File: config.mk
export PLATFORM = sky130hd
export DESIGN_NAME = dkm_index
export DESIGN_NICKNAME = d
export VERILOG_FILES = /design/src/rtl/dkm_pkg.sv /design/src/rtl/dkm_index.sv
export SDC_FILE = /design/constraint.sdc
export NUM_CORES = 1
export LEC_CHECK = 0
export BUFFER_PORTS_ARGS = -buffer_cell sky130_fd_sc_hd__buf_2
export CAP_MARGIN = 20
export CORE_ASPECT_RATIO = 1.75
export CORE_MARGIN = 2
export CORE_UTILIZATION = 56
export DETAILED_ROUTE_END_ITERATION = 10
export GPL_TIMING_DRIVEN = 0
export PLACE_DENSITY = 0.95
export SLEW_MARGIN = 20
export SYNTH_ARGS = -nofsm -noshare
export SYNTH_HDL_FRONTEND = slang
export SYNTH_SLANG_ARGS = --single-unit
File: constraint.sdc
create_clock -name vclk -period 11.3
set_input_delay 0 -clock vclk [all_inputs]
set_output_delay 0 -clock vclk [all_outputs]
set_load 0.02 [all_outputs]
File: src/rtl/dkm_pkg.sv
// ----------------------------------------------------------------------------
// dkm_pkg: shared types and constants of the demag kernel multiply block
// Word layouts of both channels, the kernel store word, configuration
// register indexes and the index-stage result.
// ----------------------------------------------------------------------------
`default_nettype none

package dkm_pkg;

	// Fixed point format of every data word (Q16.16)
	localparam int VALUE_WIDTH   = 32;
	localparam int FRACTION_BITS = 16;

	localparam int KERNEL_DEPTH_DEFAULT = 4096;

	localparam int IDX_W      = 7;
	localparam int PSTRIDE_W  = 13;
	// x + y*row_stride + z*plane_stride, unbounded sum of the index stage
	localparam int ADDR_SUM_W = 21;
	localparam int VEC_WORDS  = 6;

	localparam int CFG_INDEX_W = 3;
	localparam int CFG_DATA_W  = 13;

	localparam logic [CFG_INDEX_W-1:0] REG_MODE_THREE_D = 3'd0;
	localparam logic [CFG_INDEX_W-1:0] REG_HALF_Y       = 3'd1;
	localparam logic [CFG_INDEX_W-1:0] REG_HALF_Z       = 3'd2;
	localparam logic [CFG_INDEX_W-1:0] REG_ROW_STRIDE   = 3'd3;
	localparam logic [CFG_INDEX_W-1:0] REG_PLANE_STRIDE = 3'd4;

	localparam logic OP_MULTIPLY = 1'b0;
	localparam logic OP_LOAD     = 1'b1;

	typedef struct packed {
		logic                          opcode;
		logic [IDX_W-1:0]              x_index;
		logic [IDX_W-1:0]              y_index;
		logic [IDX_W-1:0]              z_index;
		logic signed [VALUE_WIDTH-1:0] word_a;
		logic signed [VALUE_WIDTH-1:0] word_b;
		logic signed [VALUE_WIDTH-1:0] word_c;
		logic signed [VALUE_WIDTH-1:0] word_d;
		logic signed [VALUE_WIDTH-1:0] word_e;
		logic signed [VALUE_WIDTH-1:0] word_f;
	} dkm_cmd_t;

	typedef struct packed {
		logic signed [VALUE_WIDTH-1:0] out_x_re;
		logic signed [VALUE_WIDTH-1:0] out_x_im;
		logic signed [VALUE_WIDTH-1:0] out_y_re;
		logic signed [VALUE_WIDTH-1:0] out_y_im;
		logic signed [VALUE_WIDTH-1:0] out_z_re;
		logic signed [VALUE_WIDTH-1:0] out_z_im;
		logic                          fault;
	} dkm_res_t;

	// One kernel store entry: three diagonal and three off-diagonal terms
	typedef struct packed {
		logic signed [VALUE_WIDTH-1:0] xx;
		logic signed [VALUE_WIDTH-1:0] yy;
		logic signed [VALUE_WIDTH-1:0] zz;
		logic signed [VALUE_WIDTH-1:0] xy;
		logic signed [VALUE_WIDTH-1:0] xz;
		logic signed [VALUE_WIDTH-1:0] yz;
	} dkm_kernel_t;

	typedef struct packed {
		logic                 mode_three_d;
		logic [IDX_W-1:0]     half_y;
		logic [IDX_W-1:0]     half_z;
		logic [IDX_W-1:0]     row_stride;
		logic [PSTRIDE_W-1:0] plane_stride;
	} dkm_cfg_t;

	// Index stage result: store address, range check and fold signs
	typedef struct packed {
		logic [ADDR_SUM_W-1:0] addr;
		logic                  ok;
		logic                  odd_y;
		logic                  odd_z;
	} dkm_idx_t;

	typedef logic [VEC_WORDS-1:0][VALUE_WIDTH-1:0] dkm_vec_t;

endpackage

`default_nettype wire

File: src/rtl/dkm_index.sv
// ----------------------------------------------------------------------------
// dkm_index: fold and address stage
// Folds y (and z in 3D) about their half points on multiply, forms the kernel
// store address and checks x, y (and z in 3D) and the address against their ranges.
// ----------------------------------------------------------------------------
`default_nettype none

module dkm_index #(
	parameter int KERNEL_DEPTH = dkm_pkg::KERNEL_DEPTH_DEFAULT
) (
	input  dkm_pkg::dkm_cmd_t cmd,
	input  dkm_pkg::dkm_cfg_t cfg,
	output dkm_pkg::dkm_idx_t idx
);
	import dkm_pkg::*;

	logic [IDX_W:0]             two_hy;
	logic [IDX_W:0]             two_hz;
	logic                       y_above;
	logic                       z_above;
	logic                       is_load;
	logic                       ok_x;
	logic                       ok_range;
	logic [IDX_W-1:0]           y_fold;
	logic [IDX_W-1:0]           z_fold;
	logic [IDX_W-1:0]           y_sel;
	logic [IDX_W-1:0]           z_sel;
	logic [2*IDX_W-1:0]         y_off;
	logic [IDX_W+PSTRIDE_W-1:0] z_off;
	logic [ADDR_SUM_W-1:0]      addr_sum;

	always_comb begin
		two_hy  = {cfg.half_y, 1'b0};
		two_hz  = {cfg.half_z, 1'b0};
		y_above = cmd.y_index > cfg.half_y;
		z_above = cmd.z_index > cfg.half_z;
		y_fold  = IDX_W'(two_hy - {1'b0, cmd.y_index});
		z_fold  = IDX_W'(two_hz - {1'b0, cmd.z_index});
		is_load = cmd.opcode == OP_LOAD;
		ok_x    = cmd.x_index < cfg.row_stride;

		if (is_load) begin
			// loads address the half spectrum directly, no fold
			ok_range = ok_x && !y_above && (!cfg.mode_three_d || !z_above);
			y_sel    = cmd.y_index;
			z_sel    = cfg.mode_three_d ? cmd.z_index : '0;
		end else begin
			ok_range = ok_x && ({1'b0, cmd.y_index} < two_hy)
				&& (!cfg.mode_three_d || ({1'b0, cmd.z_index} < two_hz));
			y_sel    = y_above ? y_fold : cmd.y_index;
			z_sel    = cfg.mode_three_d ? (z_above ? z_fold : cmd.z_index) : '0;
		end

		y_off    = y_sel * cfg.row_stride;
		z_off    = z_sel * cfg.plane_stride;
		addr_sum = ADDR_SUM_W'(cmd.x_index) + ADDR_SUM_W'(y_off) + ADDR_SUM_W'(z_off);

		idx.addr  = addr_sum;
		idx.ok    = ok_range && (addr_sum < ADDR_SUM_W'(KERNEL_DEPTH));
		idx.odd_y = !is_load && y_above;
		idx.odd_z = !is_load && cfg.mode_three_d && z_above;
	end

endmodule

`default_nettype wire

After elaboration in Yosys (flattened, before gate mapping) --
Index checks and enable logic that the tools add are counted.
Storage, ports and cells: flip-flop bits (word level) 0, input port bits 249, output and inout bits 24
Cells by class: add/sub/neg operators 4, multiply operators 2, order comparisons 6, muxes and demuxes 7, reduce and logical (&&, ||, !) cells 14
Operators with widths (number):
- 7-bit two-way mux | 6
- 15-bit by 20-bit adder with 21-bit output | 1
- 21-bit by 13-bit less-than comparator with 1-bit output, second input constant | 1
- 7-bit by 13-bit multiplier with 20-bit output | 1
- 7-bit by 8-bit less-than comparator with 1-bit output | 2
- 7-bit by 14-bit adder with 15-bit output | 1
- 7-bit > comparator | 2
- 7-bit by 7-bit multiplier with 14-bit output | 1
- 7-bit subtractor | 2
- 1-bit logical AND | 8
- 7-bit less-than comparator | 1
- 1-bit zero test | 4
- 1-bit logical OR | 2
- 1-bit two-way mux | 1

Longest topological paths before layout --
Gate-level depths: netlist of the first run.
depth after elaboration 8, gate-level depth with buffers 32

Worst setup path after synthesis of the first run --
OpenSTA, ideal clock, no wires.
path kind input -> output, start in cmd[192] (netlist bit), end out idx[2] (netlist bit), arrival 7.883 ns, setup slack 3.417 ns, cell stages on the path 32, path through clkbuf_1 > inv_1 > ha_1 > nand3b_1 > a21oi_1 > nor3_1 > nor3_1 > clkbuf_1 > nor2_1 > a21oi_1 > nor2_1 > clkbuf_1 > and2_1 > fa_1 > inv_1 > fa_1 > inv_1 > fa_1 > fa_1 > fa_1 > inv_1 > fa_1 > inv_1 > ha_1 > o211ai_2 > a21oi_1 > o41a_1 > a311oi_2 > xnor2_1 > or4_1 > or4_1 > nor4_2
RTL lines:
- start: declaration | line dkm_index.sv:11 | input dkm_pkg::dkm_cmd_t cmd,
- end: declaration | line dkm_index.sv:13 | output dkm_pkg::dkm_idx_t idx

==> reports/metrics.yaml, run 1 <==
run_status:
  outcome: "complete, no violations"
finish:
  nClkBuffers: 0
  fin_nets: 1357
  numSequentialCells: 0
  multi_input_area_um2: 5791
  regArea_um2: 0
  final_util_pct: 62.38
  fillers: 889
  drive_above_1_share_pct: 9.942
  insertedDiodeCount: 0
  syn_to_final_growth_pct: 8.690
detailed_routing:
  drt_iter0_drc: 256
  wl_mm: 16.58
  wl_per_cell_um: 16.58
  vias: 5596
  routed_via_density: 5.596
  antenna_left: 0
  drcViolationCount: 0
  drt-pass1-iter-count: 5
synth:
  synth_warnings: 0
  netlist_instances: 784
  synth_nets: 1274
  yosysSeqAreaShare_pct: 0
  netlist_area_um2: 6609
  ys_types: 42
  avgSynthCellArea_um2: 8.430
floorplanning:
  io_pins: 273
  die_area_um2: 12720
  initial_core_util_pct: 57.39
  die_w_um: 86.12
  core_area_um2: 11520
  rows: 52
  dieHeight_um: 147.7
critical_path:
  slowest_stage: "a211oi_1"
  path_class: "input port to primary output"
  slowest_delay_ps: 600
  critPathRequiredTime_ps: 11300
  cp.arrival_ps: 9180
  start_kind: "input port"
  crit_fanout: 10
  crit_top_cell: "fa_1"
  crit_path_end_kind: "primary output"
grt:
  grt_usage_pct: 27.28
  grt_pass1_vias: 6115
  antenna_found_initial: 0
  grt_pass1_wl_mm: 27.58
  grt_max_degree: 11
  gr-total-overflow: 0
timing:
  fin_tns_setup_ps: 0
  finalSetupViolations: 0
  worst_slew_pin_slew_ps: 909.2
  fmaxAchievable_mhz: 108.9
  rsz0062_at_grt: "false"
  finalHoldViolations: 0
  drv_slew: 0
  fin_hold_ws_ps: 330.3
  relSlewSlack_pct: 38.75
  min_period_ps: 9184
  fin_crit_sh_pct: 81.27
clock_tree:
  postCtsResizedCells: 0
  cts_setup_buffers: 0
  hold_buffers: 0
pwr:
  power_density_nw_per_um2: 315.5
  static-leakage-power_nw: 4.128
  worst_ir_drop_vdd_mv: 0.8884
placement:
  gp_congestion: 0.9825
  io_buffer_count: 81
  dp_hpwl_mm: 15.09
flow_run:
  maxCapViolations: 0
min_path:
  hold_path_class: "input port to primary output"
[metrics by stage]
step	power (mW)	cells	worst slack [ps]	cell area (um2)
6_report	2.266	1000	2116	7183
5_1_grt	2.523	1000	1586	7183
4_1_cts	2.264	1000	2228	7183
3_5_place_dp	2.239	1000	2262	7183
3_3_place_gp	2.189	1000	2425	7183
2_1_floorplan	1.573	784	3417	6609
[kinds of logic (layout without fill, tap and decap cells)]
logic type               Yosys count  count (layout)  share of synthesized area (%)
AND/OR/NAND/NOR                  211             211                          17.06
adder cells (fa/ha/maj)          241             241                          58.35
buffers and inverters            218             299                          12.38
AO/OA/AOI/OAI                     87              87                          8.557
multiplexers                       4               4                         0.6059
XOR/XNOR                          23              23                          3.048
[worst max-delay path: cells and delay by family]
kind | cells | cell delay [ps]
adders and majority gates | 8 | 3450
xor gates and xnor gates | 1 | 190
and+or+nand+nor | 7 | 1510
AOI/OAI and AO/OA | 7 | 2080
buffers and inverters | 10 | 1950
[power by group]
group	internal, mW	switching, mW	total, mW	leakage (nW)
sequential	0	0	0	0
combinational	0.868	1.40	2.27	4.13
clock	0	0	0	0
total	0.868	1.40	2.27	4.13
[final cells by class]
class	count	area share (%)
plain buffers	10	0.5226
well taps	135	2.352
inverters	208	10.87
multi-input cells	566	80.61
repair buffers	81	5.644
[cells in the final DEF (no fill, tap or decap), types with 2 or more instances in the layout]
cell	count
nor2_1	40
o211ai_1	2
nand3b_1	3
nor3_1	7
nand4_1	2
o22ai_1	2
nor4_1	2
o21ai_0	22
nor2b_1	5
inv_1	207
a211oi_1	8
o21a_1	4
a21oi_1	20
a21boi_0	2
o21bai_1	4
mux2i_1	4
clkbuf_1	10
nand3_1	3
xor2_1	10
buf_2	81
or3_1	2
xnor2_1	13
and3_1	15
or2_2	2
a21o_1	12
nand2_1	38
and2_1	80
or4_1	2
fa_1	112
nand2b_1	8
a31oi_1	3
ha_1	129
[synth_stat cells (all sizes together), types with 2 or more instances]
master	count	share of area (%)
nand2	38	2.2
a31oi	3	0.28
nor4	3	0.38
a21boi	2	0.23
or4	2	0.23
a21o	12	1.4
a311oi	2	0.36
o211ai	3	0.42
or3	2	0.19
or2	2	0.19
ha	129	24
inv	207	12
o22ai	2	0.19
o21bai	4	0.45
fa	112	34
a211oi	8	0.91
and3	15	1.4
clkbuf	10	0.57
nor2b	5	0.47
xnor2	13	1.7
o21a	4	0.45
nor2	40	2.3
nand4	2	0.19
xor2	10	1.3
a21oi	20	1.5
nand3b	3	0.34
o21ai	22	1.7
nor3	7	0.53
nand3	3	0.23
nand2b	8	0.76
mux2i	4	0.61
and2	80	7.6
[path summary, 6_finish.rpt]
check / cells past startpoint / slack (ps) / from / endpoint
min: 3 / 330 / cmd[213] / idx[0]
max: 33 / 2120 / cmd[192] / idx[2]
[layer usage]
metal,track usage (%),part of all wire [%],vias up
li1,-,-,2594
met1,29.06,32,2706
met2,50.27,54,226
met4,16.27,7.5,0
met5,0,0,-
met3,2.848,6.3,70
No activity file was read; power rests on OpenSTA's default activity.
==> run 2: changes to the inputs <==
--- a/config.mk
+++ b/config.mk
@@ -9,10 +9,10 @@
 export CAP_MARGIN = 20
 export CORE_ASPECT_RATIO = 1.75
 export CORE_MARGIN = 2
-export CORE_UTILIZATION = 56
+export CORE_UTILIZATION = 47
 export DETAILED_ROUTE_END_ITERATION = 10
 export GPL_TIMING_DRIVEN = 0
-export PLACE_DENSITY = 0.95
+export PLACE_DENSITY = 0.9
 export SLEW_MARGIN = 20
 export SYNTH_ARGS = -nofsm -noshare
 export SYNTH_HDL_FRONTEND = slang
==> constraint.sdc (replaced) <==
create_clock -name vclk -period 8
set_input_delay 0 -clock vclk [all_inputs]
set_output_delay 0 -clock vclk [all_outputs]
set_load 0.02 [all_outputs]
==> run 2 against run 1 <==
Against the previous run:
- the run now ends with negative setup slack left
- design area rose by 11%
- global-route usage down 3.0 points
- via count up 6.6%
- sequential cell count did not move
- sequential share of layout area stayed put
- routed wire length up 16%
- combinational power increased by 67%
- count of clock-buffer cells in the layout unchanged
- largest power group unchanged
==> reports/metrics.yaml, run 2 (synthesized netlist as in run 1, its figures left out) <==
run_status:
  outcome: "finished with violations"
  failed_checks: "negative setup slack"
pwr:
  static-leakage-power_nw: 4.352  # +5.4%
  p_switching_mw: 2.249  # +61%
  p_int_mw: 1.535  # +77%
  power_mw: 3.783  # +67%
  switching_share_pct: 59.43  # -2.2 points
  pwr-share-seq_pct: 0  # unchanged
  power_density_nw_per_um2: 476.0  # +51%
  worst_ir_drop_vdd_mv: 0.5939  # -33%
  combPwrFrac_pct: 100.0  # about the same
  pwr-share-clk_pct: 0  # unchanged
finish:
  layout_commonest_cell: "inv_1"
  nClkBuffers: 0  # unchanged
  syn_to_final_growth_pct: 20.26
  regArea_um2: 0  # unchanged
  drive_above_1_share_pct: 21.61  # +12 points
  multi_input_area_um2: 6155  # +6.3%
  fin_nets: 1385  # +2.1%
  numSequentialCells: 0  # unchanged
  final_cell_mix: "inv_1, ha_1, fa_1, and2_1, buf_2"
  fillers: 1109  # +25%
  final_util_pct: 57.44  # -4.9 points
floorplanning:
  io_pins: 273  # unchanged
  die_w_um: 93.64  # +8.7%
  core_area_um2: 13840  # +20%
  initial_core_util_pct: 47.77  # -9.6 points
  rows: 57  # +9.6%
  die_area_um2: 15060  # +18%
  dieHeight_um: 160.9  # +8.9%
grt:
  gr-total-overflow: 0  # unchanged
  grt_pass1_wl_mm: 29.16  # +5.7%
  grt_max_degree: 11  # unchanged
  grt_pass1_vias: 6339  # +3.7%
  antenna_found_initial: 0  # unchanged
  grt_usage_pct: 24.29  # -3.0 points
detailed_routing:
  drt-pass1-iter-count: 5  # unchanged
  routed_via_density: 5.569  # -0.49%
  drcViolationCount: 0  # unchanged
  drt_iter0_drc: 480  # +88%
  wl_per_cell_um: 18.03  # +8.7%
  vias: 5964  # +6.6%
  wl_mm: 19.31  # +16%
  antenna_left: 0  # unchanged
placement:
  gp_congestion: 0.8981  # -8.6%
  dp_hpwl_mm: 14.92  # -1.1%
  io_buffer_count: 81  # unchanged
critical_path:
  crit_top_cell: "fa_1"
  slowest_stage: "fa_1"
  cp.arrival_ps: 8100  # -1080 ps
  start_kind: "input port"
  path_class: "input port to primary output"
  critPathRequiredTime_ps: 8000  # -3300 ps
  crit_fanout: 6  # -4
  crit_path_end_kind: "primary output"
  crit_path_start: "cfg[25]"
  slowest_delay_ps: 570  # -30 ps
timing:
  finalSetupViolations: 1  # +1
  fin_crit_sh_pct: 101.3
  drv_slew: 0  # unchanged
  worst_slew_pin_slew_ps: 533.9  # -375.3 ps
  timing.final.ws_setup_ps: -103.4  # -2220 ps
  rsz0062_at_grt: "true"
  fmaxAchievable_mhz: 123.4
  finalHoldViolations: 0  # unchanged
  relSlewSlack_pct: 64.30  # +26 points
  min_period_ps: 8103
flow_run:
  maxCapViolations: 0  # unchanged
min_path:
  hold_path_class: "input port to primary output"
  worstHoldStart: "cmd[213]"
clock_tree:
  hold_buffers: 0  # unchanged
==> run 2: worst max-delay path, delay by kind of cell <==
family          cells  cell delay [ps]
compound gates      2              320
xor+xnor            1               80
simple gates       12             2830
buf+inv            10             1160
fa+ha+maj           8             3690
==> run 2: power groups by stage <==
stage               sequential [mW]  combinational [mW]     clock, mW
CTS                               0                3.37             0
global route                      0                4.13             0
finish                            0                3.78  0.0000000168
detailed placement                0                3.17             0
global placement                  0                3.11             0
floorplan                         0                2.22             0
==> run 2: repair_timing <==
| item | CTS | global route |
|---|---|---|
| resized for setup | 54 | 88 |
| buffers inserted | 13 | 15 |
| setup endpoints to repair | 11 | 1 |
| endpoints found under the hold margin | 0 | 0 |
| pin swaps | 15 | 57 |
==> run 2: stage by stage <==
stage / setup TNS, ps / instances / cell area [um2] / hold slack [ps] / setup WS (ps)
floorplan: 0 / 784 / 6609 / 86.26 / 116.9
global placement: -2523 / 1042 / 7236 / 338.6 / -1002
detailed placement: -3654 / 1042 / 7236 / 339.3 / -1172
CTS: 0 / 1055 / 7540 / 361.5 / 2.545
global route: -322.3 / 1070 / 7945 / 435.4 / -322.3
finish: -103.4 / 1071 / 7948 / 423.3 / -103.4
==> run 2: cell type report <==
| cell class | count | area share [%] |
|---|---|---|
| repair buffers | 109 | 8.375 |
| well taps | 177 | 2.787 |
| multi-input cells | 566 | 77.44 |
| diodes | 1 | 0.03149 |
| inverters | 208 | 9.902 |
| plain buffers | 10 | 1.464 |
==> run 2: final timing paths <==
check                 to  cells past startpoint  slack (ps)
setup / recovery  idx[2]                     33        -100
hold / removal    idx[0]                      3         420
==> run 2: per-layer routing <==
metal  track usage, %  vias up  wire length [um]
met5                0        -                 0
met1            25.25     2872              6152
met3            3.987      132              1503
met2            44.31      311             10010
met4            15.02        0              1645
li1                 -     2649                 -
